==> config.mk <==
export PLATFORM = sky130hd
export DESIGN_NAME = ibar_ram
export DESIGN_NICKNAME = d
export VERILOG_FILES = /design/src/hdl/ibar_ram.sv
export SDC_FILE = /design/constraint.sdc
export NUM_CORES = 2
export LEC_CHECK = 0
export BUFFER_PORTS_ARGS = -buffer_cell sky130_fd_sc_hd__buf_2
export CORE_MARGIN = 2
export CORE_UTILIZATION = 60
export CTS_CLUSTER_DIAMETER = 30
export DETAILED_ROUTE_END_ITERATION = 10
export GPL_ROUTABILITY_DRIVEN = 0
export PLACE_DENSITY = 0.78
export SLEW_MARGIN = 20
export SYNTH_ARGS = -nofsm -noshare
export SYNTH_HDL_FRONTEND = slang
export SYNTH_SLANG_ARGS = --single-unit
==> constraint.sdc <==
create_clock -name clk -period 3.1 [get_ports clk]
set_input_delay 0.155 -clock clk [delete_from_list [all_inputs] [get_ports clk]]
set_output_delay 0.155 -clock clk [all_outputs]
set_load 0.005 [all_outputs]
==> src/hdl/ibar_ram.sv <==
`timescale 1ns / 1ps
// ----------------------------------------------------------------------------
// ibar_ram
// generic simple dual-port ram, one write port, one registered read port
// ----------------------------------------------------------------------------
module ibar_ram #(
  parameter int WIDTH = 8,
  parameter int DEPTH = 256,
  localparam int AW = $clog2(DEPTH)
) (
  input  logic             clk,
  input  logic             we,
  input  logic [AW-1:0]    waddr,
  input  logic [WIDTH-1:0] wdata,
  input  logic             re,
  input  logic [AW-1:0]    raddr,
  output logic [WIDTH-1:0] rdata
);

  logic [WIDTH-1:0] mem [DEPTH];

  always_ff @(posedge clk) begin
    if (we) begin
      mem[waddr] <= wdata;
    end
    if (re) begin
      rdata <= mem[raddr];
    end
  end

endmodule

[After elaboration in Yosys (flattened, before gate mapping)]
Memory sizes are Yosys's and may differ from the RTL's. A register that Yosys moved wholly into a read port is not among the register bits.
Cells that the tools add are included.
Word-level totals
  input port bits: 27
  memories kept: 1
  bits in read-only memories: 0
  bits in registers: 0
  logic and storage cells: 3
  latch bits: 0
  RAM bits: 2048
  output and inout port bits: 8
Cells by class
  magnitude comparators: 0
  add/subtract/negate cells: 0
  $mul: 0
  divide/modulo/power cells: 0
  equal/unequal tests: 0
  shift-type cells: 0
  reduce and logical (&&, ||, !) cells: 0
  bitwise operators: 0
  multiplexer cells: 2
Memory list
  mem: words 256, bits a word 8, read ports 1, clocked after memory_dff 1, wr ports 1, RTL line 20  | logic [WIDTH-1:0] mem [DEPTH];
Operators by type and width (count)
  1-bit 2-to-1 mux: 2

[Depth between registers and ports, before layout]
  depth in word-level cells: 2
  mapped depth: 11
  mapped depth without buffers: 6

[Least setup slack after synthesis]
OpenSTA, ideal clock, no wires.
  path type: input-to-reg
  from: input port raddr[0]
  to: register rdata[2] (read register of mem), data pin
  buffers on the path: 4
  required time: 2.831 ns
  arrival time: 1.962 ns
  path slack: 0.869 ns
  setup time: 0.269 ns
  stages on the path: 9
  cell sequence: buf_6 -> buf_12 -> buf_8 -> buf_2 -> mux4_2 -> a22oi_1 -> a21oi_1 -> nor4_1 -> nor4_2
RTL lines
  start: declaration: RTL line 16  | input logic [AW-1:0] raddr,
  end: declaration: RTL line 17  | output logic [WIDTH-1:0] rdata

==> summary.txt <==
Worst r2r path cells: 6
Vias: 45220
GR Util All Layers: 34.31%
Origin of the critical flop-to-flop path: mem[132][4]
First-pass GRT wire length: 330.4 mm
Row cnt: 133
Minimum hold slack: 0.007461 ns
Most frequent cells in the layout: edfxtp_1, buf_4, mux4_2
Max-slew violations: 0
Worst vdd ir: 0.0007001 V
R2R Setup Slk: 0.07 ns
Pleak: 32.00 nW
Critical Path Source Type: register
Clock Latency Late Sink: 0.92 ns
Most common cell after layout, fill and taps aside: edfxtp_1
Drt first pass iters: 8
DRT antenna net count: 0
Setup violators final: 0
CP Max Fanout: 1
Port Buffer Count: 34
Finished Layout Cells: 6439
Slowest stage delay, CP: 0.90 ns
CTS buffer count: 352
Fraction of layout cells with a size suffix above 1: 33.73%
RSZ-0062 raised after global routing: false
Yosys reg bits: 2056
Clock skew: 0.06078 ns
Die area: 135700 sq um
Ys async rst share: 0%
Largest net degree at the start of global routing: 125
DR WL/cell: 35.56 um
Power density cells: 752.6 nW/um^2
Die height: 368.3 um
Hold crit path type: input pin to register
DR vias/cell: 7.022
Placed Cells: 5796
Status: finished clean
Cell Area, Synth: 79640 sq um
Hold Path Depth: 1
Reg2reg end: rdata[4]
CTS Sinks: 2056
Vias in the first global route: 46370
CP Data Arrival Time: 3.65 ns
Data required, critical path: 3.72 ns
Max Freq: 330.3 MHz
I/O pins: 35
Sequential area share after synthesis: 77.53%
Synthesis warning total: 0
Clock Tree Buf Depth: 4
Post-Syn Instances: 3733
Most numerous cell on the critical path: mux4_2
Primary FF master, synth: edfxtp_1
Clock slew at reported path FFs: 0.05 ns
Die X: 368.3 um
Routed WL: 229.0 mm
Final hold viol count: 0
Area Growth Syn to Fin: 21.92%
Crit path kind: register to register
Nets@finish: 4435
Max cap viols: 0
Post CTS Setup Buffer Count: 0
Critical Path Sink Type: register
DRC Markers: 0
Initial Utilization: 60.50%
Fin crit period: 3.028 ns
Hold endpoint: mem[72][0]
Gr ovfl total: 0
CP max stage cell: nor3_1
Crit path cell chain: mux4_2 > mux4_2 > nor2_1 > a2111oi_1 > nor3_1 > nor4_1
Worst Tran Pin Value: 1.157 ns
Hold_sp: wdata[0]
Layout Utilization: 73.76%
Root Buffer Master: clkbuf_16
Dpl hpwl: 124.4 mm
Syn avg cell area: 21.33 sq um
Mapped Nets: 3760
Max-slew headroom: 22.28%
Fin crit share: 97.67%
DRT iter0 DRCs: 7448
CTS tree: done
Post-synthesis cell type count: 54
H-tree depth: 5
Core Area: 131600 sq um
Number of synthesized flops with an enable pin: 2056
Initial antenna violation count: 14
[Yosys cell counts, types with 4 or more instances]
| library cell | count | area, sq um |
|---|---|---|
| o221ai_1 | 46 | 402.9 |
| mux4_2 | 454 | 10220 |
| o32ai_1 | 4 | 35.03 |
| buf_12 | 8 | 160.2 |
| buf_8 | 13 | 195.2 |
| buf_2 | 31 | 155.2 |
| nand2_1 | 33 | 123.9 |
| a211oi_1 | 16 | 120.1 |
| mux2i_1 | 134 | 1341 |
| o22ai_1 | 28 | 175.2 |
| o22a_1 | 5 | 43.79 |
| nor4_1 | 24 | 150.1 |
| or2_2 | 4 | 25.02 |
| nand4_1 | 10 | 62.56 |
| a21oi_1 | 96 | 480.5 |
| o21ai_0 | 10 | 50.05 |
| a22o_1 | 8 | 70.07 |
| nand2b_1 | 8 | 50.05 |
| nand3_1 | 34 | 170.2 |
| a22oi_1 | 133 | 998.5 |
| nor3_1 | 22 | 110.1 |
| clkbuf_1 | 111 | 416.7 |
| nor2_1 | 282 | 1059 |
| nor2b_1 | 31 | 193.9 |
| buf_6 | 21 | 236.5 |
| buf_4 | 27 | 202.7 |
| buf_1 | 22 | 82.58 |
| o211ai_1 | 10 | 75.07 |
| edfxtp_1 | 2056 | 61740 |
| a221oi_1 | 13 | 113.9 |
| and2_1 | 6 | 37.54 |
[kinds of logic after synthesis]
family	after synthesis	share of synthesized area, %
flops	2056	77.53
mux	591	14.60
buf+inv	235	1.829
simple gates	466	2.625
compound gates	385	3.416
[state kept, by name, summed over array words and instances (netlist names)]
signal / flops
mem: 2048
rdata: 8
[layout make-up]
class / instances / area [sq um]
Fill cell: 6501 / 34540
Sequential cell: 2056 / 61740
Clock inverter: 231 / 2789
Inverter: 2 / 7.507
Multi-Input combinational cell: 1442 / 16480
Clock buffer: 388 / 9092
Antenna cell: 11 / 27.53
Timing Repair Buffer: 554 / 4762
Tap cell: 1755 / 2196
[worst max-delay path: cells and delay by family (launching register included)]
kind	cells	cell delay (ns)
AOI/OAI and AO/OA	1	0.10
muxes	2	1.05
DFF	1	0.39
and+or+nand+nor	3	1.21
[how the worst max path moves through the flow]
stage | cells after the start | end | slack, ns | startpoint
2_1_floorplan | 9 | rdata[2] | 0.87 | raddr[0]
3_3_place_gp | 9 | rdata[7] | -0.45 | raddr[0]
3_5_place_dp | 9 | rdata[4] | -0.33 | raddr[0]
4_1_cts | 6 | rdata[4] | 0.20 | mem[134][4]
5_1_grt | 6 | rdata[4] | 0.15 | mem[134][4]
6_report | 6 | rdata[4] | 0.07 | mem[132][4]
[where the power goes]
group / switching [W] / internal (W) / total [W]
clock: 0.0139 / 0.0253 / 0.0392
sequential: 0.0000418 / 0.0307 / 0.0307
combinational: 0.00200 / 0.00110 / 0.00309
total: 0.0160 / 0.0571 / 0.0731
[what timing repair did]
action,in CTS,in global routing
gates resized for setup,0,0
hold buffers,13,0
endpoints found under the hold margin,421,0
[layer usage]
metal / vias up / wire length (um) / global-route usage [%]
met5: - / 106 / 0
met4: 16 / 14720 / 18.52
met3: 949 / 29670 / 9.294
met2: 4119 / 110800 / 54.59
met1: 22960 / 73700 / 43.54
li1: 17170 / - / -
[metrics by stage]
step | worst slack, ns | TNS, ns | instance area [sq um] | total power, W
final | 0.07228 | 0 | 97090 | 0.07307
after global routing | 0.1526 | 0 | 97060 | 0.07431
after CTS | 0.1952 | 0 | 97060 | 0.07311
after detailed placement | -0.3309 | -1.273 | 85050 | 0.03417
after global placement | -0.4453 | -1.586 | 85050 | 0.03410
after floorplan | 0.8689 | 0 | 79640 | 0.03276
Note: power is estimated with default switching activity, not from simulation.
