### src/hdl/ibar_pkg.sv
`timescale 1ns / 1ps
// ----------------------------------------------------------------------------
// ibar_pkg
// shared types, sizes and the color palette of the bitmap/attribute renderer
// ----------------------------------------------------------------------------
package ibar_pkg;

  localparam int SCREEN_WIDTH  = 256;
  localparam int SCREEN_HEIGHT = 192;
  localparam int BITMAP_SIZE   = 6144;
  localparam int ATTR_SIZE     = 768;
  localparam int STORE_SIZE    = BITMAP_SIZE + ATTR_SIZE;
  localparam int BM_AW         = $clog2(BITMAP_SIZE);
  localparam int AT_AW         = $clog2(ATTR_SIZE);

  // item function codes
  localparam logic FUNC_WRITE = 1'b0;
  localparam logic FUNC_PIXEL = 1'b1;

  typedef struct packed {
    logic        func;
    logic [12:0] addr;
    logic [7:0]  data;
  } in_item_t;

  typedef struct packed {
    logic [7:0]  pixel_x;
    logic [7:0]  pixel_y;
    logic [23:0] rgb;
    logic        frame_end;
  } out_item_t;

  // store port requests for one cycle
  typedef struct packed {
    logic             bm_we;
    logic [BM_AW-1:0] bm_waddr;
    logic             bm_re;
    logic [BM_AW-1:0] bm_raddr;
    logic             at_we;
    logic [AT_AW-1:0] at_waddr;
    logic             at_re;
    logic [AT_AW-1:0] at_raddr;
    logic [7:0]       wdata;
  } mem_req_t;

  // pixel travelling alongside its store reads
  typedef struct packed {
    logic       valid;
    logic [7:0] x;
    logic [7:0] y;
    logic [2:0] bit_sel;
    logic       frame_end;
  } pix_tag_t;

  typedef struct packed {
    logic clearing;
  } scan_status_t;

  function automatic logic [23:0] palette(input logic [2:0] idx);
    logic [23:0] c;
    case (idx)
      3'd0:    c = 24'h000000;
      3'd1:    c = 24'h0000FF;
      3'd2:    c = 24'hFF0000;
      3'd3:    c = 24'hFF00FF;
      3'd4:    c = 24'h00FF00;
      3'd5:    c = 24'h00FFFF;
      3'd6:    c = 24'hFFFF00;
      3'd7:    c = 24'hFFFFFF;
      default: c = 24'h000000;
    endcase
    return c;
  endfunction

endpackage

### src/hdl/ibar_scan.sv
`timescale 1ns / 1ps
// ----------------------------------------------------------------------------
// ibar_scan
// clearing pass, write decode, raster position and store read addresses
// ----------------------------------------------------------------------------
module ibar_scan (
  input  logic                  clk,
  input  logic                  rst_n,
  input  logic                  in_valid,
  output logic                  in_ready,
  input  ibar_pkg::in_item_t    in_item,
  input  logic                  pipe_free,
  output ibar_pkg::mem_req_t    mem_req,
  output ibar_pkg::pix_tag_t    pix_tag,
  output ibar_pkg::scan_status_t status
);

  logic                   clearing_r, clearing_nxt;
  logic [ibar_pkg::BM_AW-1:0] clr_cnt_r, clr_cnt_nxt;
  logic [7:0]             line_r, line_nxt;
  logic [7:0]             col_r, col_nxt;
  logic [7:0]             row;
  logic                   accept;
  logic                   is_pixel;
  logic                   last;

  assign in_ready = !clearing_r && pipe_free;
  assign accept   = in_valid && in_ready;
  assign is_pixel = accept && (in_item.func == ibar_pkg::FUNC_PIXEL);

  // bitmap line to interleaved screen row
  assign row  = {line_r[7:6], line_r[2:0], line_r[5:3]};
  assign last = (line_r == 8'(ibar_pkg::SCREEN_HEIGHT - 1)) &&
                (col_r == 8'(ibar_pkg::SCREEN_WIDTH - 1));

  always_comb begin
    mem_req          = '0;
    mem_req.bm_raddr = {line_r, col_r[7:3]};
    mem_req.at_raddr = {row[7:3], col_r[7:3]};
    mem_req.bm_re    = is_pixel;
    mem_req.at_re    = is_pixel;
    if (clearing_r) begin
      mem_req.bm_we    = 1'b1;
      mem_req.bm_waddr = clr_cnt_r;
      mem_req.at_we    = clr_cnt_r < ibar_pkg::BM_AW'(ibar_pkg::ATTR_SIZE);
      mem_req.at_waddr = clr_cnt_r[ibar_pkg::AT_AW-1:0];
      mem_req.wdata    = 8'd0;
    end else begin
      mem_req.wdata    = in_item.data;
      mem_req.bm_waddr = in_item.addr[ibar_pkg::BM_AW-1:0];
      mem_req.at_waddr = in_item.addr[ibar_pkg::AT_AW-1:0];
      if (accept && (in_item.func == ibar_pkg::FUNC_WRITE)) begin
        mem_req.bm_we = in_item.addr < 13'(ibar_pkg::BITMAP_SIZE);
        mem_req.at_we = (in_item.addr >= 13'(ibar_pkg::BITMAP_SIZE)) &&
                        (in_item.addr < 13'(ibar_pkg::STORE_SIZE));
      end
    end
  end

  always_comb begin
    pix_tag.valid     = is_pixel;
    pix_tag.x         = col_r;
    pix_tag.y         = row;
    pix_tag.bit_sel   = ~col_r[2:0];
    pix_tag.frame_end = last;
  end

  assign status.clearing = clearing_r;

  always_comb begin
    clearing_nxt = clearing_r;
    clr_cnt_nxt  = clr_cnt_r;
    line_nxt     = line_r;
    col_nxt      = col_r;
    if (clearing_r) begin
      clr_cnt_nxt = clr_cnt_r + 1'b1;
      if (clr_cnt_r == ibar_pkg::BM_AW'(ibar_pkg::BITMAP_SIZE - 1)) begin
        clearing_nxt = 1'b0;
      end
    end
    if (is_pixel) begin
      if (col_r == 8'(ibar_pkg::SCREEN_WIDTH - 1)) begin
        col_nxt  = 8'd0;
        line_nxt = (line_r == 8'(ibar_pkg::SCREEN_HEIGHT - 1)) ? 8'd0 : line_r + 8'd1;
      end else begin
        col_nxt = col_r + 8'd1;
      end
    end
  end

  always_ff @(posedge clk) begin
    if (!rst_n) begin
      clearing_r <= 1'b1;
      clr_cnt_r  <= '0;
      line_r     <= 8'd0;
      col_r      <= 8'd0;
    end else begin
      clearing_r <= clearing_nxt;
      clr_cnt_r  <= clr_cnt_nxt;
      line_r     <= line_nxt;
      col_r      <= col_nxt;
    end
  end

endmodule

### config.mk
export PLATFORM = sky130hd
export DESIGN_NAME = ibar_scan
export DESIGN_NICKNAME = d
export VERILOG_FILES = /design/src/hdl/ibar_pkg.sv /design/src/hdl/ibar_scan.sv
export SDC_FILE = /design/constraint.sdc
export NUM_CORES = 1
export LEC_CHECK = 0
export ABC_AREA = 1
export ABC_CLOCK_PERIOD_IN_PS = 1550
export BUFFER_PORTS_ARGS = -buffer_cell sky130_fd_sc_hd__buf_2
export CAP_MARGIN = 20
export CORE_MARGIN = 2
export CORE_UTILIZATION = 25
export DETAILED_ROUTE_END_ITERATION = 10
export PLACE_DENSITY_LB_ADDON = 0.3
export SYNTH_ARGS = -nofsm -noshare
export SYNTH_HDL_FRONTEND = slang
export SYNTH_SLANG_ARGS = --single-unit
### constraint.sdc
create_clock -name clk -period 1.55 [get_ports clk]
set_input_delay 0.0775 -clock clk [delete_from_list [all_inputs] [get_ports clk]]
set_output_delay 0.0775 -clock clk [all_outputs]
set_load 0.02 [all_outputs]
# Yosys cells after proc, flatten, opt, wreduce, memory -nomap -nowiden
# Cells that the tools add are included.
[op_classes]
add_sub_neg = 3
magnitude_cmp = 4
eq_ne = 3
n_mux = 9
bitwise = 2
n_reduce_logical = 8
[ops]
columns = ["op", "n"]
rows = [
  ["< comparator 13 bit, second input constant", 2],
  ["two-way mux 8 bit", 3],
  ["adder 8 x 1 -> 8 bit, second input constant", 2],
  ["equality test 8 bit, second input constant", 2],
  ["two-way mux 14 bit", 1],
  ["adder 13 x 1 -> 13 bit, second input constant", 1],
  ["equality test 13 bit, second input constant", 1],
  ["greater-or-equal comparator 13 bit, second input constant", 1],
  ["< comparator 13 x 10 -> 1 bit, second input constant", 1],
  ["two-way mux 11 bit", 1],
  ["logical AND 1 bit", 6],
  ["two-way mux 1 bit", 4],
  ["inverter 3 bit", 1],
  ["AND reduction 2 bit", 1],
  ["logical NOT 1 bit", 1],
  ["inverter 1 bit", 1],
]
[word_totals]
reg_bits = 30
elab_cells = 33

# Longest topological paths before layout
[depth]
word_depth = 6
mapped_depth = 8
depth_no_buf = 8

# Worst setup path before layout
# No wires, ideal clock.
[synth_path]
kind = "register -> output"
from = "register clearing_r, in the netlist status"
to = "output port mem_req[45] in the netlist's numbering"
arrival_ps = 1678
t_required_ps = 1472
path_slack_ps = -206
path_stages_with_launch = 6
path_buffers = 3
cell_sequence = "dfxtp_1 inv_2 buf_6 clkbuf_1 o21ai_0 buf_4"
[synth_rtl]
columns = ["item", "line_no", "text"]
rows = [
  ["from (decl)", "ibar_scan.sv:18", "logic clearing_r, clearing_nxt;"],
  ["from (signal assigned)", "ibar_scan.sv:98", "clearing_r <= clearing_nxt;"],
  ["to (decl)", "ibar_scan.sv:13", "output ibar_pkg::mem_req_t mem_req,"],
]

==> impl_results.html <==
<table>
<tr><th>Metric</th><th>Value</th></tr>
<tr><th colspan="2">Global route</th></tr>
<tr><td>Total global-route track usage</td><td>0.1224</td></tr>
<tr><td>Via count of the first global-routing pass</td><td>slightly below 2000</td></tr>
<tr><td>First-pass GRT wire length</td><td>8.728 mm</td></tr>
<tr><td>Antenna violations before repair</td><td>0</td></tr>
<tr><td>Largest net degree at the start of global routing</td><td>23</td></tr>
<tr><td>Overflow after GRT</td><td>0</td></tr>
<tr><th colspan="2">Synthesis</th></tr>
<tr><td>Syn Area/Cell</td><td>roughly 6.4 sq um</td></tr>
<tr><td>Sequential fraction of the synthesis area</td><td>0.2900</td></tr>
<tr><td>Mapped Area</td><td>a little over 0.002 sq mm</td></tr>
<tr><td>#FFs+latches synth</td><td>30</td></tr>
<tr><td>YS warnings</td><td>0</td></tr>
<tr><td>Number of nets produced by synthesis</td><td>between 300 and 400</td></tr>
<tr><td>Count of distinct cell types in the synthesized netlist</td><td>29</td></tr>
<tr><td>Synthesized instance count</td><td>approximately 320</td></tr>
<tr><th colspan="2">Place</th></tr>
<tr><td>Worst-case setup slack after placement</td><td>between 0.15 and 0.2 ns</td></tr>
<tr><td>Placed Area</td><td>approximately 0.0025 sq mm</td></tr>
<tr><td>Number of buffers inserted by port buffering</td><td>between 100 and 150</td></tr>
<tr><td>Final HPWL DP</td><td>between 4 and 5 mm</td></tr>
<tr><td>Routability congestion estimate from global placement</td><td>between 0.8 and 0.9</td></tr>
<tr><th colspan="2">Drt</th></tr>
<tr><td>Count of routing violations after the opening detailed-route iteration</td><td>42</td></tr>
<tr><td>Pre-antenna DRT Iters</td><td>4</td></tr>
<tr><td>Total routed wirelength</td><td>roughly 5.4 mm</td></tr>
<tr><td>Residual DRC</td><td>0</td></tr>
<tr><td>Vias/cell</td><td>roughly 4.3</td></tr>
<tr><td>DR vias</td><td>2188</td></tr>
<tr><td>Post-route ant nets</td><td>0</td></tr>
<tr><td>Final routed wire length divided by cell count</td><td>~11 um</td></tr>
<tr><th colspan="2">Final layout</th></tr>
<tr><td>Number of inserted filler cells in the final layout</td><td>roughly 900</td></tr>
<tr><td>Most frequent standard cell in the layout excluding fill and tap cells</td><td>sky130_fd_sc_hd__buf_2</td></tr>
<tr><td>Final design instance area without fill</td><td>approximately 0.0027 sq mm</td></tr>
<tr><td>Number of nets in the final layout</td><td>~430</td></tr>
<tr><td>Commonest cells after routing, fill and taps aside</td><td>105 x sky130_fd_sc_hd__buf_2, 53 x sky130_fd_sc_hd__nand2_1, 47 x sky130_fd_sc_hd__nor2_1</td></tr>
<tr><td>Area grow syn2layout</td><td>28.82%</td></tr>
<tr><td>Number of diodes</td><td>0</td></tr>
<tr><td>Share of final-layout standard cells stronger than drive strength 1</td><td>0.3806</td></tr>
<tr><th colspan="2">Clocking</th></tr>
<tr><td>Num CTS Buffers</td><td>5</td></tr>
<tr><td>Maximum clock path buffer count</td><td>2</td></tr>
<tr><td>Clock root cell</td><td>sky130_fd_sc_hd__clkbuf_8</td></tr>
<tr><td>TritonCTS clock tree</td><td>yes</td></tr>
<tr><td>Later-pin clock latency in the skew report</td><td>0.28 ns</td></tr>
<tr><td>H-Tree Level Count</td><td>2</td></tr>
<tr><td>Register clock-pin slew on the reported worst setup and hold paths</td><td>about 0.06 ns</td></tr>
<tr><td>CTS sink count</td><td>30</td></tr>
<tr><th colspan="2">Run</th></tr>
<tr><td>Number of max-capacitance violations reported</td><td>0</td></tr>
<tr><th colspan="2">Setup path</th></tr>
<tr><td>Worst r2r src</td><td>col_r[0]$_SDFFE_PN0P_</td></tr>
<tr><td>Worst endpoint required time</td><td>between 1 and 1.5 ns</td></tr>
<tr><td>Worst setup path class</td><td>register to output port</td></tr>
<tr><td>Register-to-register setup slack</td><td>0.18 ns</td></tr>
<tr><td>Arrival time at the worst endpoint</td><td>1.38 ns</td></tr>
<tr><td>Critical path capture point type</td><td>output port</td></tr>
<tr><td>Startpoint Class</td><td>register</td></tr>
<tr><td>Worst-case reg-to-reg path depth</td><td>8</td></tr>
<tr><td>Maximum fanout encountered on the critical timing path</td><td>4</td></tr>
<tr><td>Reg2Reg Capture Point</td><td>line_r[3]$_SDFFE_PN0P_</td></tr>
<tr><th colspan="2">Timing</th></tr>
<tr><td>Final period util</td><td>0.9409</td></tr>
<tr><td>Number of hold-slack violations in the final timing report</td><td>0</td></tr>
<tr><td>Slew headroom</td><td>0.7791</td></tr>
<tr><td>Final Slew Violations</td><td>0</td></tr>
<tr><td>Highest Clock Rate</td><td>685.7 MHz</td></tr>
<tr><td>Setup-failing EPs final</td><td>0</td></tr>
<tr><td>Final WS setup</td><td>just over 0.09 ns</td></tr>
<tr><td>Fin Clk Skew</td><td>around 0.0016 ns</td></tr>
<tr><td>Transition time at the pin with the least slew margin</td><td>around 0.33 ns</td></tr>
<tr><td>Final critical path time including I/O delays and setup</td><td>between 1 and 1.5 ns</td></tr>
<tr><th colspan="2">Floorplanning</th></tr>
<tr><td>Total I/O pin count</td><td>107</td></tr>
<tr><td>Die height</td><td>approximately 95 um</td></tr>
<tr><td>Floorplan die area</td><td>0.009027 sq mm</td></tr>
<tr><td>Number of placement rows</td><td>33</td></tr>
<tr><td>Initial Utilization</td><td>0.2546</td></tr>
<tr><td>Die Span X</td><td>~95 um</td></tr>
<tr><td>Area of the core region</td><td>0.008134 sq mm</td></tr>
<tr><th colspan="2">Status</th></tr>
<tr><td>Run status</td><td>finished clean</td></tr>
<tr><th colspan="2">Hold path</th></tr>
<tr><td>Startpoint of the most critical hold path</td><td>in_valid</td></tr>
<tr><td>Hold path depth</td><td>3</td></tr>
<tr><td>Hold Path Sink</td><td>col_r[1]$_SDFFE_PN0P_</td></tr>
<tr><td>Worst min-delay path category</td><td>primary input to register</td></tr>
<tr><th colspan="2">Power and ir drop</th></tr>
<tr><td>Leak pwr</td><td>0.001355 uW</td></tr>
<tr><td>Largest vdd supply drop</td><td>just over 0.0003 V</td></tr>
<tr><td>Pwr per Cell Area</td><td>around 570 mW/mm^2</td></tr>
<tr><td>Post-route total power</td><td>approximately 1500 uW</td></tr>
</table>
[final cells by class]
cell class                      count  area [sq um]  share of cell area
Multi-Input combinational cell    201          1023              0.3837
Inverter                           47         178.9             0.06707
Timing Repair Buffer              118         639.4              0.2397
Tap cell                          105         131.4             0.04925
Sequential cell                    30         611.8              0.2294
Clock buffer                        6         82.58             0.03096
[power breakdown]
group          internal, uW  switching (uW)  total [uW]
Combinational          47.3            72.0         119
Sequential              774            6.19         780
Clock                   342             290         632
[metal layers]
metal  GRT usage  routed length, um  vias to the layer above
li1            -                  -                     1139
met1      0.1457               2388                      971
met2      0.2157               2590                       69
met3     0.03162                346                        9
met4     0.03744                 78                        0
met5           0                  0                        -
[worst max-delay path, cell delays in order, from the launching register on]
cell and delay [ns]:
sky130_fd_sc_hd__dfxtp_1 0.35, sky130_fd_sc_hd__ha_2 0.20, sky130_fd_sc_hd__nand2_1 0.07, sky130_fd_sc_hd__inv_1 0.09, sky130_fd_sc_hd__nand3_2 0.14, sky130_fd_sc_hd__nor2_4 0.12
sky130_fd_sc_hd__buf_6 0.12
[metrics by stage]
stage / TNS (ns) / hold WS, ns / util / cells
2_1_floorplan: -1.645 / 0.2702 / - / 322
4_1_cts: 0 / 0.1914 / 0.3212 / 507
3_3_place_gp: 0 / 0.4580 / 0.3056 / 498
6_report: 0 / 0.1980 / 0.3280 / 507
5_1_grt: -0.01184 / 0.2075 / 0.3280 / 507
3_5_place_dp: 0 / 0.4600 / 0.3056 / 498
[timing repair]
item | 4_1_cts | 5_1_grt
pin swaps | 1 | 1
gates cloned | 0 | 0
gates resized for setup | 9 | 18
setup endpoints to repair | 6 | 2
hold endpoints to repair | 0 | 0
hold buffers | 0 | 0
buffers inserted | 3 | 0
[worst max path at each step]
stage	start	endpoint	slack (ns)	cells after the start
4_1_cts	status$_SDFF_PN1_	mem_req[29]	0.02	5
2_1_floorplan	status$_SDFF_PN1_	mem_req[45]	-0.21	5
3_5_place_dp	status$_SDFF_PN1_	line_r[3]$_SDFFE_PN0P_	0.16	8
3_3_place_gp	status$_SDFF_PN1_	line_r[3]$_SDFFE_PN0P_	0.18	8
6_report	col_r[0]$_SDFFE_PN0P_	pix_tag[0]	0.09	6
5_1_grt	col_r[1]$_SDFFE_PN0P_	pix_tag[0]	-0.01	6
[cells by family after synthesis]
| kind of cell | count (synthesis) | share of synthesized area |
|---|---|---|
| buffers and inverters | 91 | 0.2369 |
| adders and majority gates | 3 | 0.01813 |
| xor gates and xnor gates | 2 | 0.008461 |
| AOI/OAI and AO/OA | 49 | 0.1245 |
| and+or+nand+nor | 147 | 0.3221 |
| DFF | 30 | 0.2900 |
[synth_stat cells]
cell type | n | area share
sky130_fd_sc_hd__a31oi_1 | 1 | 0.0030
sky130_fd_sc_hd__dfxtp_1 | 30 | 0.29
sky130_fd_sc_hd__buf_6 | 1 | 0.0054
sky130_fd_sc_hd__o21ai_1 | 2 | 0.0048
sky130_fd_sc_hd__inv_1 | 45 | 0.082
sky130_fd_sc_hd__nor2_1 | 51 | 0.092
sky130_fd_sc_hd__nand3_4 | 1 | 0.0085
sky130_fd_sc_hd__nand2_4 | 1 | 0.0054
sky130_fd_sc_hd__nand4_4 | 1 | 0.010
sky130_fd_sc_hd__nor2_2 | 3 | 0.0091
sky130_fd_sc_hd__nand2_1 | 54 | 0.098
sky130_fd_sc_hd__buf_1 | 1 | 0.0018
sky130_fd_sc_hd__clkbuf_1 | 3 | 0.0054
sky130_fd_sc_hd__o21ai_0 | 24 | 0.058
sky130_fd_sc_hd__nor3_1 | 8 | 0.019
sky130_fd_sc_hd__buf_4 | 37 | 0.13
sky130_fd_sc_hd__ha_1 | 3 | 0.018
sky130_fd_sc_hd__nand4_1 | 4 | 0.012
sky130_fd_sc_hd__nand3_1 | 20 | 0.048
sky130_fd_sc_hd__buf_2 | 2 | 0.0048
sky130_fd_sc_hd__or2_2 | 1 | 0.0030
sky130_fd_sc_hd__clkinv_1 | 1 | 0.0018
sky130_fd_sc_hd__xnor2_1 | 2 | 0.0085
sky130_fd_sc_hd__nor2_4 | 2 | 0.011
sky130_fd_sc_hd__o21bai_2 | 1 | 0.0054
sky130_fd_sc_hd__o21a_1 | 2 | 0.0072
sky130_fd_sc_hd__a21oi_1 | 19 | 0.046
sky130_fd_sc_hd__inv_2 | 1 | 0.0018
sky130_fd_sc_hd__nand3_2 | 1 | 0.0048
[sequential cells by signal, indices dropped and copies added (netlist names)]
name / flops
line_r: 8
status: 1
clr_cnt_r: 13
col_r: 8
No activity file was read; power rests on OpenSTA's default activity.
