--- src/hdl/ibar_pkg.sv ---
`timescale 1ns / 1ps
// ----------------------------------------------------------------------------
// ibar_pkg
// shared types, sizes and the color palette of the bitmap/attribute renderer
// ----------------------------------------------------------------------------
package ibar_pkg;

  localparam int SCREEN_WIDTH  = 256;
  localparam int SCREEN_HEIGHT = 192;
  localparam int BITMAP_SIZE   = 6144;
  localparam int ATTR_SIZE     = 768;
  localparam int STORE_SIZE    = BITMAP_SIZE + ATTR_SIZE;
  localparam int BM_AW         = $clog2(BITMAP_SIZE);
  localparam int AT_AW         = $clog2(ATTR_SIZE);

  // item function codes
  localparam logic FUNC_WRITE = 1'b0;
  localparam logic FUNC_PIXEL = 1'b1;

  typedef struct packed {
    logic        func;
    logic [12:0] addr;
    logic [7:0]  data;
  } in_item_t;

  typedef struct packed {
    logic [7:0]  pixel_x;
    logic [7:0]  pixel_y;
    logic [23:0] rgb;
    logic        frame_end;
  } out_item_t;

  // store port requests for one cycle
  typedef struct packed {
    logic             bm_we;
    logic [BM_AW-1:0] bm_waddr;
    logic             bm_re;
    logic [BM_AW-1:0] bm_raddr;
    logic             at_we;
    logic [AT_AW-1:0] at_waddr;
    logic             at_re;
    logic [AT_AW-1:0] at_raddr;
    logic [7:0]       wdata;
  } mem_req_t;

  // pixel travelling alongside its store reads
  typedef struct packed {
    logic       valid;
    logic [7:0] x;
    logic [7:0] y;
    logic [2:0] bit_sel;
    logic       frame_end;
  } pix_tag_t;

  typedef struct packed {
    logic clearing;
  } scan_status_t;

  function automatic logic [23:0] palette(input logic [2:0] idx);
    logic [23:0] c;
    case (idx)
      3'd0:    c = 24'h000000;
      3'd1:    c = 24'h0000FF;
      3'd2:    c = 24'hFF0000;
      3'd3:    c = 24'hFF00FF;
      3'd4:    c = 24'h00FF00;
      3'd5:    c = 24'h00FFFF;
      3'd6:    c = 24'hFFFF00;
      3'd7:    c = 24'hFFFFFF;
      default: c = 24'h000000;
    endcase
    return c;
  endfunction

endpackage

--- src/hdl/ibar_color.sv ---
`timescale 1ns / 1ps
// ----------------------------------------------------------------------------
// ibar_color
// read-data stage, ink/paper select, palette lookup and output register
// ----------------------------------------------------------------------------
module ibar_color (
  input  logic                clk,
  input  logic                rst_n,
  input  ibar_pkg::pix_tag_t  pix_tag,
  input  logic [7:0]          bm_rdata,
  input  logic [7:0]          at_rdata,
  output logic                pipe_free,
  output logic                out_valid,
  input  logic                out_ready,
  output ibar_pkg::out_item_t out_item
);

  logic                s1_valid_r;
  ibar_pkg::pix_tag_t  tag_r;
  logic                out_valid_r;
  ibar_pkg::out_item_t out_item_r, out_item_nxt;
  logic                s1_adv;
  logic                ink;

  assign s1_adv    = !out_valid_r || out_ready;
  assign pipe_free = !s1_valid_r || s1_adv;

  assign ink = bm_rdata[tag_r.bit_sel];

  always_comb begin
    out_item_nxt.pixel_x   = tag_r.x;
    out_item_nxt.pixel_y   = tag_r.y;
    out_item_nxt.rgb       = ink ? ibar_pkg::palette(at_rdata[2:0])
                                 : ibar_pkg::palette(at_rdata[5:3]);
    out_item_nxt.frame_end = tag_r.frame_end;
  end

  always_ff @(posedge clk) begin
    if (!rst_n) begin
      s1_valid_r  <= 1'b0;
      out_valid_r <= 1'b0;
    end else begin
      if (pipe_free) begin
        s1_valid_r <= pix_tag.valid;
      end
      if (s1_adv) begin
        out_valid_r <= s1_valid_r;
      end
    end
  end

  always_ff @(posedge clk) begin
    if (pipe_free) begin
      tag_r <= pix_tag;
    end
    if (s1_adv && s1_valid_r) begin
      out_item_r <= out_item_nxt;
    end
  end

  assign out_valid = out_valid_r;
  assign out_item  = out_item_r;

endmodule

--- config.mk ---
export PLATFORM = sky130hd
export DESIGN_NAME = ibar_color
export DESIGN_NICKNAME = d
export VERILOG_FILES = /design/src/hdl/ibar_pkg.sv /design/src/hdl/ibar_color.sv
export SDC_FILE = /design/constraint.sdc
export NUM_CORES = 1
export LEC_CHECK = 0
export BUFFER_PORTS_ARGS = -buffer_cell sky130_fd_sc_hd__buf_2
export CORE_MARGIN = 2
export CORE_UTILIZATION = 47
export DETAILED_ROUTE_END_ITERATION = 16
export PLACE_DENSITY = 0.91
export SETUP_SLACK_MARGIN = 0.05
export SLEW_MARGIN = 40
export SYNTH_ARGS = -nofsm -noshare
export SYNTH_HDL_FRONTEND = slang
export SYNTH_SLANG_ARGS = --single-unit
--- constraint.sdc ---
create_clock -name clk -period 2.8 [get_ports clk]
set_input_delay 0.28 -clock clk [delete_from_list [all_inputs] [get_ports clk]]
set_output_delay 0.28 -clock clk [all_outputs]
set_load 0.01 [all_outputs]
Yosys cells after proc, flatten, opt, wreduce, memory -nomap -nowiden
Memories as Yosys holds them, arrays and structs flattened.
Index checks and enable logic that the tools add are counted.
{"block": "classes", "addsub": 0, "multipliers": 0, "div_mod_pow": 0, "magnitude_cmp": 1, "eq_ne": 0, "shifts": 0, "muxes": 3, "bitwise": 0, "n_reduce_logical": 5}
{"operator": "$mux W24", "count": 1}
{"operator": "$lt A3 B4 Y1 const B", "count": 1}
{"operator": "$bmux W1 S3", "count": 1}
{"operator": "$logic_not A1 Y1", "count": 2}
{"operator": "$logic_or A1 B1 Y1", "count": 2}
{"operator": "$logic_and A1 B1 Y1", "count": 1}
{"operator": "$mux W1", "count": 1}
{"block": "word_totals", "register_bits": 63, "latch_bits": 0, "ramBits": 0, "romBits": 384, "elab_cells": 21, "n_memories": 2}
{"name": "(no name shown)", "depth": 8, "width": 24, "rd": 1, "rd_ports_with_merged_regs": 0, "wr": 0, "line_no": "ibar_pkg.sv:61", "text": "case (idx)"}
{"name": "(no name shown)", "depth": 8, "width": 24, "rd": 1, "rd_ports_with_merged_regs": 0, "wr": 0, "line_no": "ibar_pkg.sv:61"}

Logic depth before layout (Yosys ltp)
Gate-level depths: netlist of run 1.
{"block": "depth", "ltp_word": 3, "depth_mapped": 4, "ltp_nobuf": 3}

Least setup slack after synthesis of run 1
OpenSTA, ideal clock, no wires.
{"block": "synth_path", "path_kind": "reg2reg", "from": "register out_valid_r (netlist: out_valid)", "to": "register out_item_r (netlist bit out_item[0]) (enable)", "t_arrival_ns": 1.417, "required_ns": 2.401, "setup_slack_ns": 0.984, "stages_incl_launch_ff": 3, "path_buffers": 0, "synth_period_minus_slack_ns": 1.816, "path_cell_list": "dfxtp_1 -> nor2b_1 -> nor2b_1"}
{"block": "synth_between", "elab_chain_len": 3}
{"item": "start, declared", "line_no": "ibar_color.sv:20", "text": "logic out_valid_r;"}
{"item": "start signal, assigned", "line_no": "ibar_color.sv:47", "text": "out_valid_r <= s1_valid_r;"}
{"item": "$logic_not A1 Y1", "line_no": "ibar_color.sv:25", "text": "assign s1_adv = !out_valid_r || out_ready;"}
{"item": "$logic_or A1 B1 Y1", "line_no": "ibar_color.sv:25"}
{"item": "$logic_and A1 B1 Y1", "line_no": "ibar_color.sv:56", "text": "if (s1_adv && s1_valid_r) begin"}
{"item": "end signal, assigned", "line_no": "ibar_color.sv:57", "text": "out_item_r <= out_item_nxt;"}
{"item": "end, declared", "line_no": "ibar_color.sv:21", "text": "ibar_pkg::out_item_t out_item_r, out_item_nxt;"}
No other way between the ends.
A chain may end at the register's enable or synchronous reset.

Final worst setup path of run 1
{"block": "layout_path", "from": "register out_valid_r (netlist: out_valid)", "to": "output port pipe_free"}
{"block": "layout_between", "elab_chain_len": 3}
{"item": "$logic_not A1 Y1", "line_no": "ibar_color.sv:25"}
{"item": "$logic_or A1 B1 Y1", "line_no": "ibar_color.sv:25"}
{"item": "$logic_or A1 B1 Y1", "line_no": "ibar_color.sv:26", "text": "assign pipe_free = !s1_valid_r || s1_adv;"}
{"item": "end, declared", "line_no": "ibar_color.sv:12", "text": "output logic pipe_free,"}
No other way between the ends.

==> results of run 1 <==
-- worst paths after layout --
kind,start,endpoint,cells after the start
setup / recovery,out_valid,pipe_free,3
hold / removal,pix_tag[13],out_item_nxt[34],1
setup reg to reg,tag_r[1],out_item[16],3
hold reg to reg,out_item_nxt[40],out_item[40],0
-- area by class of cell --
cell class / count / share of cell area
Timing Repair Buffer: 82 / 0.2189
Tap cell: 44 / 0.02900
Clock inverter: 1 / 0.003955
Multi-Input combinational cell: 14 / 0.07053
Clock buffer: 7 / 0.02373
Sequential cell: 42 / 0.6539
-- kinds of logic after synthesis --
| kind of cell | Yosys count | synth area share |
|---|---|---|
| flops | 42 | 0.8052 |
| buf+inv | 22 | 0.1096 |
| mux | 8 | 0.06250 |
| simple gates | 4 | 0.01461 |
| compound gates | 2 | 0.008116 |
-- routing by layer --
metal  track usage  wire (um)  vias up
li1              -          -      404
met1        0.1241        764      370
met2        0.2447       1237       57
met3       0.08613        324        6
met4       0.05590         36        0
met5             0          0        -
-- worst max-delay path, cell delays in order (launching register included) --
cell	delay [ns]
dfxtp_1	0.35
nor2b_1	0.27
nand2_1	0.40
buf_2	0.28
-- cells in the mapped netlist --
cell | number | area share
mux4_2 | 1 | 0.015
dfxtp_1 | 2 | 0.026
buf_6 | 1 | 0.0073
buf_4 | 21 | 0.10
nor2b_1 | 3 | 0.012
nand2_1 | 1 | 0.0024
o21a_1 | 1 | 0.0049
edfxtp_1 | 40 | 0.78
mux2i_1 | 4 | 0.026
mux2_1 | 3 | 0.022
a21oi_1 | 1 | 0.0032
-- sequential cells by signal (all words and copies together) (netlist names) --
name	cells
out_item	20
s1_valid_r	1
out_valid	1
out_item_nxt	17
tag_r	3
-- power groups by stage --
stage | registers, mW | clock network [mW] | logic, mW
6_report | 0.738 | 0.266 | 0.0981
5_1_grt | 0.742 | 0.307 | 0.109
4_1_cts | 0.739 | 0.282 | 0.0997
3_5_place_dp | 0.754 | 0 | 0.0996
3_3_place_gp | 0.750 | 0 | 0.0967
2_1_floorplan | 0.758 | 0 | 0.0570
-- through the flow --
step	hold slack (ns)	cell area (um^2)	instances	utilization
floorplan	0.3789	1541	78	-
global placement	0.4001	1846	182	0.5996
detailed placement	0.4045	1846	182	0.5996
CTS	0.08773	1898	190	0.6167
global route	0.08104	1898	190	0.6167
finish	0.1069	1898	190	0.6167
==> results by group, run 1 <==
Placed design
  – # port buffers: 80
  – Gp weighted congestion: 0.6250
  – Setup WS pre-CTS: around 1.1 ns
  – Hpwl dp: 1.908 mm

Synthesis
  – Count of cell types in the netlist: 11
  – Syn_nets: about 120
  – Syn avg cell area: 19.76 um^2
  – Post-synthesis sequential area ratio: 0.8052
  – Cell count after synthesis: approximately 80
  – Mapped Area: ~1500 um^2
  – #FFs+latches synth: 42
  – Yosys warning count: 0

Routing
  – Final WL: about 2.4 mm
  – Drt pass-1 iters: 3
  – Via Count: 837
  – # DRC: 0
  – Vias per cell: 4.405
  – Drt initial violations: 6
  – Avg WL per Cell: 12.43 um
  – Antenna viol nets, final: 0

Cells and area
  – Commonest non-fill, non-tap cells in the layout: buf_2 (80), edfxtp_1 (40), clkbuf_4 (5), mux2i_1 (4), mux2_1 (3)
  – Layout filler cell count: 235
  – Layout cell share with drive strength beyond 1: 0.6164
  – Multi-input gate area: between 100 and 150 um^2
  – Antenna diode count: 0
  – Register area: 1241 um^2
  – Final net count: 185
  – Most common cell after layout, fill and taps aside: buf_2
  – Area added between synthesis and finish: 23.13%

Power and ir drop
  – Cell Pwr Density: 580.9 nW/um^2
  – Int Power: 874.6 uW
  – Peak VDD IR: 0.4403 mV
  – Clk pwr share: 0.242
  – Sw Pwr: 228.0 uW
  – Flop pwr share: 0.669
  – Combinational power share: 0.089
  – Total power: 1.103 mW
  – Sw frac: 0.2068
  – Leakage Power: around 0.8 nW

STA
  – Tmin final: between 1.5 and 2 ns
  – Period utilization: 0.6836
  – Skew final: approximately 0.0089 ns
  – Max Slew Vio Count: 0
  – Slew HR: 0.6302
  – Final TNS setup: 0 ns
  – Unrepaired setup endpoints after global routing: false
  – Final number of setup-violating endpoints: 0
  – Final Worst Setup Slack: 0.8859 ns
  – Least-Margin Pin Slew: 0.5534 ns
  – Fmax: 0.5224 GHz
  – Hold Vio Cnt, Final: 0

Floorplanning
  – Row cnt: 20
  – Die area: around 3800 um^2
  – I/O pins: 83
  – Chip width: 61.27 um
  – DIE HEIGHT: 61.27 um
  – Core box area: 3078 um^2
  – Initial Util: 0.5008

Clock network
  – Num CTS Buffers: 5
  – Post-CTS setup buffer count: 0
  – Clock sink total: 42
  – Clk Latency, worst-skew pair: 0.33 ns
  – Root Driver: clkbuf_4
  – Clock transition at path regs: 0.11 ns
  – TritonCTS clock tree: yes
  – CTS max path bufs: 2
  – # resized after CTS: 0
  – H-tree depth: 2
  – CTS Hold Buffers Added: 0

GRT
  – Largest net degree at the start of global routing: 17
  – Vias in the first global route: 796
  – Global-route usage over all layers: 0.1379
  – First-pass GRT wire length: 3.422 mm
  – GRT overflow: 0
  – Initial antenna violation count: 0

Worst setup path
  – CP Launch Type: register
  – Required time of the critical path: between 2 and 3 ns
  – R2R setup slack: 1.05 ns
  – WP data arrival: 1.63 ns
  – Type of element capturing the critical path: output port
  – Worst-path fanout max: 14
  – Critical path type: reg -> out

Status
  – Outcome: complete, no violations

Worst hold path
  – Hold crit path type: in -> reg

Job
  – Max-Cap Viols: 0
(Power assumes the default switching activity.)
==> inputs of run 2 (changes only) <==
--- a/config.mk
+++ b/config.mk
@@ -7,9 +7,9 @@
 export LEC_CHECK = 0
 export BUFFER_PORTS_ARGS = -buffer_cell sky130_fd_sc_hd__buf_2
 export CORE_MARGIN = 2
-export CORE_UTILIZATION = 47
+export CORE_UTILIZATION = 43
 export DETAILED_ROUTE_END_ITERATION = 16
-export PLACE_DENSITY = 0.91
+export PLACE_DENSITY = 0.85
 export SETUP_SLACK_MARGIN = 0.05
 export SLEW_MARGIN = 40
 export SYNTH_ARGS = -nofsm -noshare
==> constraint.sdc (replaced) <==
create_clock -name clk -period 2 [get_ports clk]
set_input_delay 0.2 -clock clk [delete_from_list [all_inputs] [get_ports clk]]
set_output_delay 0.2 -clock clk [all_outputs]
set_load 0.01 [all_outputs]
==> results by group, run 2 (synthesis gave the netlist of run 1 again) <==
Status
  – Outcome: complete, no violations

GRT
  – Initial antenna violation count: 0
  – Global-route usage over all layers: 0.1335
  – GRT overflow: 0
  – First-pass GRT wire length: slightly below 4 mm
  – Largest net degree at the start of global routing: 21
  – Vias in the first global route: 877

Worst setup path
  – CP startpoint: tag_r[1]
  – Critical path type: reg -> reg
  – R2R Path Start: tag_r[1]
  – WP data arrival: 1.82 ns
  – Required time of the critical path: approximately 2.1 ns
  – Type of element capturing the critical path: register
  – Worst-path fanout max: 4
  – CP Launch Type: register

Routing
  – Vias per cell: ~4.5
  – Via Count: 878
  – Avg WL per Cell: roughly 13 um
  – Drt initial violations: 5
  – Antenna viol nets, final: 0
  – # DRC: 0
  – Drt pass-1 iters: 3
  – Final WL: 2.493 mm

Power and ir drop
  – Sw Pwr: between 300 and 400 uW
  – Peak VDD IR: 0.4445 mV
  – Total power: 1.565 mW
  – Combinational power share: 0.092
  – Cell Pwr Density: 806.7 nW/um^2
  – Sw frac: 0.2156
  – Flop pwr share: 0.660
  – Int Power: 1.228 mW
  – Clk pwr share: 0.248
  – Leakage Power: 0.8420 nW

STA
  – Fmax: 0.5741 GHz
  – Unrepaired setup endpoints after global routing: false
  – Final number of setup-violating endpoints: 0
  – Tmin final: 1.742 ns
  – Least-Margin Pin Slew: 0.3109 ns
  – Max Slew Vio Count: 0
  – Slew HR: 0.7923
  – Hold Vio Cnt, Final: 0
  – Skew final: 0.01864 ns
  – Period utilization: 0.8710
  – Final TNS setup: 0 ns

Floorplanning
  – Core box area: 3390 um^2
  – DIE HEIGHT: roughly 64 um
  – Initial Util: 0.4548
  – Die area: ~4100 um^2
  – Row cnt: 21
  – Chip width: 63.88 um
  – I/O pins: 83

Clock network
  – CTS max path bufs: 2
  – TritonCTS clock tree: yes
  – Clock sink total: 42
  – Root Driver: clkbuf_4
  – Clk Latency, worst-skew pair: 0.33 ns
  – # resized after CTS: 0
  – Num CTS Buffers: 5
  – Post-CTS setup buffer count: 0
  – Clock transition at path regs: 0.12 ns
  – H-tree depth: 2

Cells and area
  – Area added between synthesis and finish: 25.89%
  – Most common cell after layout, fill and taps aside: buf_2
  – Final core occ: 0.5725
  – Max FFs per register: 20
  – Layout cell share with drive strength beyond 1: 0.6133
  – Antenna diode count: 0
  – Commonest non-fill, non-tap cells in the layout: buf_2 (80), edfxtp_1 (40), clkbuf_4 (5), mux2i_1 (4)
  – Final net count: 189

Placed design
  – Hpwl dp: 1.954 mm
  – # port buffers: 80
  – Gp weighted congestion: 0.6517

Worst hold path
  – Hold crit path type: in -> reg
  – Hold Crit Start: pix_tag[13]

Job
  – Max-Cap Viols: 0
==> run 2: routing by layer <==
metal | global-route usage | share of wire | vias up
met1 | 0.1062 | 0.28 | 405
li1 | - | - | 409
met4 | 0.05435 | 0.017 | 0
met5 | 0 | 0 | -
met3 | 0.05458 | 0.084 | 7
met2 | 0.2721 | 0.62 | 57
==> run 2: final cells by class <==
type,count,area [um^2]
clock buffer,6,41.29
clock inverter,2,13.76
fill,263,1449
multi-input combinational,14,133.9
sequential,42,1241
tap,46,57.56
timing repair buffer,86,452.9
==> run 2: power by group through the flow <==
| stage | Clock (mW) | Combinational (mW) | Sequential [mW] |
|---|---|---|---|
| after floorplan | 0 | 0.0798 | 1.06 |
| after global placement | 0 | 0.136 | 1.05 |
| after detailed placement | 0 | 0.141 | 1.05 |
| after CTS | 0.407 | 0.141 | 1.03 |
| after global routing | 0.441 | 0.156 | 1.04 |
| final | 0.389 | 0.144 | 1.03 |
==> run 2: repair_timing <==
action	4_1_cts	5_1_grt
hold buffers	0	3
endpoints found under the hold margin	0	3
setup endpoints to repair	0	0
==> run 2: critical path, cell delays in order (launching register included) <==
cell	delay, ns
edfxtp_1	0.49
mux2i_1	0.15
mux4_2	0.53
mux2_1	0.33
==> run 2: through the flow <==
| stage | instances | setup WS (ns) | hold WS (ns) | area [um^2] |
|---|---|---|---|---|
| global placement | 185 | 0.2877 | 0.3761 | 1856 |
| detailed placement | 185 | 0.2552 | 0.3781 | 1856 |
| finish | 196 | 0.2580 | 0.03238 | 1941 |
| CTS | 193 | 0.2437 | 0.01516 | 1911 |
| floorplan | 78 | 0.1844 | 0.2989 | 1541 |
| global route | 196 | 0.1813 | 0.0002167 | 1941 |
==> run 2: final timing paths <==
path                                         end  slack, ns  cells after the start
worst max-delay path                out_item[23]       0.26                      3
worst min-delay path            out_item_nxt[34]       0.03                      1
worst max register to register      out_item[23]       0.26                      3
worst min register to register      out_item[38]       0.43                      0
==> inputs of run 3 (changes only) <==
--- a/config.mk
+++ b/config.mk
@@ -8,6 +8,7 @@
 export BUFFER_PORTS_ARGS = -buffer_cell sky130_fd_sc_hd__buf_2
 export CORE_MARGIN = 2
 export CORE_UTILIZATION = 43
+export CTS_CLUSTER_DIAMETER = 40
 export DETAILED_ROUTE_END_ITERATION = 16
 export PLACE_DENSITY = 0.85
 export SETUP_SLACK_MARGIN = 0.05
==> constraint.sdc (replaced) <==
create_clock -name clk -period 1.9 [get_ports clk]
set_input_delay 0.19 -clock clk [delete_from_list [all_inputs] [get_ports clk]]
set_output_delay 0.19 -clock clk [all_outputs]
set_load 0.01 [all_outputs]
==> results by group, run 3 (synthesis gave the netlist of run 1 again) <==
Status
  – Outcome: complete, no violations

Clock network
  – CTS max path bufs: 2
  – Post-CTS setup buffer count: 0
  – TritonCTS clock tree: yes
  – Clock transition at path regs: 0.11 ns
  – Clk Latency, worst-skew pair: 0.33 ns
  – Root Driver: clkbuf_4
  – H-tree depth: 2
  – Num CTS Buffers: 5
  – # resized after CTS: 0
  – Clock sink total: 42

GRT
  – Largest net degree at the start of global routing: 21
  – GRT overflow: 0
  – Global-route usage over all layers: 0.1335
  – Initial antenna violation count: 0
  – Vias in the first global route: 877
  – First-pass GRT wire length: around 3.9 mm

Worst hold path
  – Hold Crit Start: pix_tag[0]
  – Hold endpoint: out_item_nxt[0]
  – Hold depth: 1
  – Hold crit path type: in -> reg

STA
  – Hold Vio Cnt, Final: 0
  – Hold slack: 0.03004 ns
  – Tmin final: 1.742 ns
  – Fmax: approximately 0.57 GHz
  – Unrepaired setup endpoints after global routing: false
  – Slew HR: 0.7948
  – Final TNS setup: 0 ns
  – Max Slew Vio Count: 0
  – Least-Margin Pin Slew: 0.3071 ns
  – Period utilization: 0.9168
  – Final number of setup-violating endpoints: 0
  – Skew final: approximately 0.019 ns

Cells and area
  – Most common cell after layout, fill and taps aside: buf_2
  – Max FFs per register: 20
  – Area added between synthesis and finish: 32.39%
  – Antenna diode count: 0
  – Final net count: approximately 200
  – Commonest non-fill, non-tap cells in the layout: buf_2 (80), edfxtp_1 (40), dlygate4sd3_1 (13), clkbuf_4 (5), mux2i_1 (4)
  – Layout cell share with drive strength beyond 1: 0.5750
  – Layout filler cell count: 250

Worst setup path
  – R2R Path Start: tag_r[1]
  – Type of element capturing the critical path: register
  – CP startpoint: tag_r[1]
  – Required time of the critical path: 1.98 ns
  – Critical path type: reg -> reg
  – R2R cell count: 3
  – Worst-path fanout max: 4
  – Worst R2R End: out_item[23]
  – WP data arrival: around 1.8 ns
  – R2R setup slack: 0.16 ns
  – CP Launch Type: register

Floorplanning
  – Die area: 4080 um^2
  – Initial Util: 0.4548
  – Core box area: roughly 3400 um^2
  – Chip width: ~64 um
  – I/O pins: 83
  – DIE HEIGHT: 63.88 um
  – Row cnt: 21

Placed design
  – Hpwl dp: between 1.5 and 2 mm
  – # port buffers: 80
  – Gp weighted congestion: 0.6517

Routing
  – Drt initial violations: 18
  – Avg WL per Cell: 12.77 um
  – # DRC: 0
  – Via Count: 926
  – Antenna viol nets, final: 0
  – Drt pass-1 iters: 4
  – Vias per cell: 4.495
  – Final WL: 2.630 mm

Power and ir drop
  – Peak VDD IR: 0.4692 mV
  – Clk pwr share: 0.245
  – Sw frac: 0.2145
  – Leakage Power: 0.8837 nW
  – Sw Pwr: roughly 360 uW
  – Flop pwr share: 0.654
  – Cell Pwr Density: 814.7 nW/um^2
  – Int Power: approximately 1.3 mW
  – Combinational power share: 0.100

Job
  – Max-Cap Viols: 0
## run 3: worst max-delay path by stage
stage,end,slack (ns),depth (start not counted)
after CTS,out_item[23],0.14,3
after floorplan,out_item[0],0.08,2
after detailed placement,out_item[23],0.16,3
after global routing,out_item[23],0.08,3
final,out_item[23],0.16,3
after global placement,out_item[16],0.19,3
## run 3: per-layer routing
metal	global-route usage	routed length, um	up-vias
li1	-	-	429
met1	0.1062	787	427
met2	0.2721	1563	59
met3	0.05458	205	11
met4	0.05435	74	0
met5	0	0	-
## run 3: through the flow
step	total power [mW]	setup WS, ns	instances	utilization	area [um^2]
2_1_floorplan	1.201	0.08441	78	-	1541
6_report	1.663	0.1580	206	0.6021	2041
3_3_place_gp	1.248	0.1877	185	0.5474	1856
5_1_grt	1.740	0.08130	206	0.6021	2041
3_5_place_dp	1.259	0.1552	185	0.5474	1856
4_1_cts	1.666	0.1437	193	0.5637	1911
## run 3: layout make-up
| type | count | area (um^2) | area share |
|---|---|---|---|
| flip-flops and latches | 42 | 1241 | 0.6082 |
| well taps | 46 | 57.56 | 0.02820 |
| multi-input cells | 14 | 133.9 | 0.06560 |
| repair buffers | 96 | 553.0 | 0.2710 |
| clock inverters | 2 | 13.76 | 0.006744 |
| clock buffers | 6 | 41.29 | 0.02023 |
## run 3: power groups by stage
stage / sequential, mW / combinational, mW / clock [mW]
CTS: 1.09 / 0.149 / 0.429
floorplan: 1.12 / 0.0840 / 0
global placement: 1.10 / 0.143 / 0
global route: 1.09 / 0.182 / 0.465
detailed placement: 1.11 / 0.148 / 0
finish: 1.09 / 0.167 / 0.408
## run 3: worst max-delay path, cell delays in order (launching register included)
cell      delay (ns)
edfxtp_1        0.49
mux2i_1         0.15
mux4_2          0.53
mux2_1          0.33
## run 3: what timing repair did
item / CTS / global route
hold buffers: 0 / 13
endpoints found under the setup margin: 0 / 0
hold endpoints to repair: 0 / 13
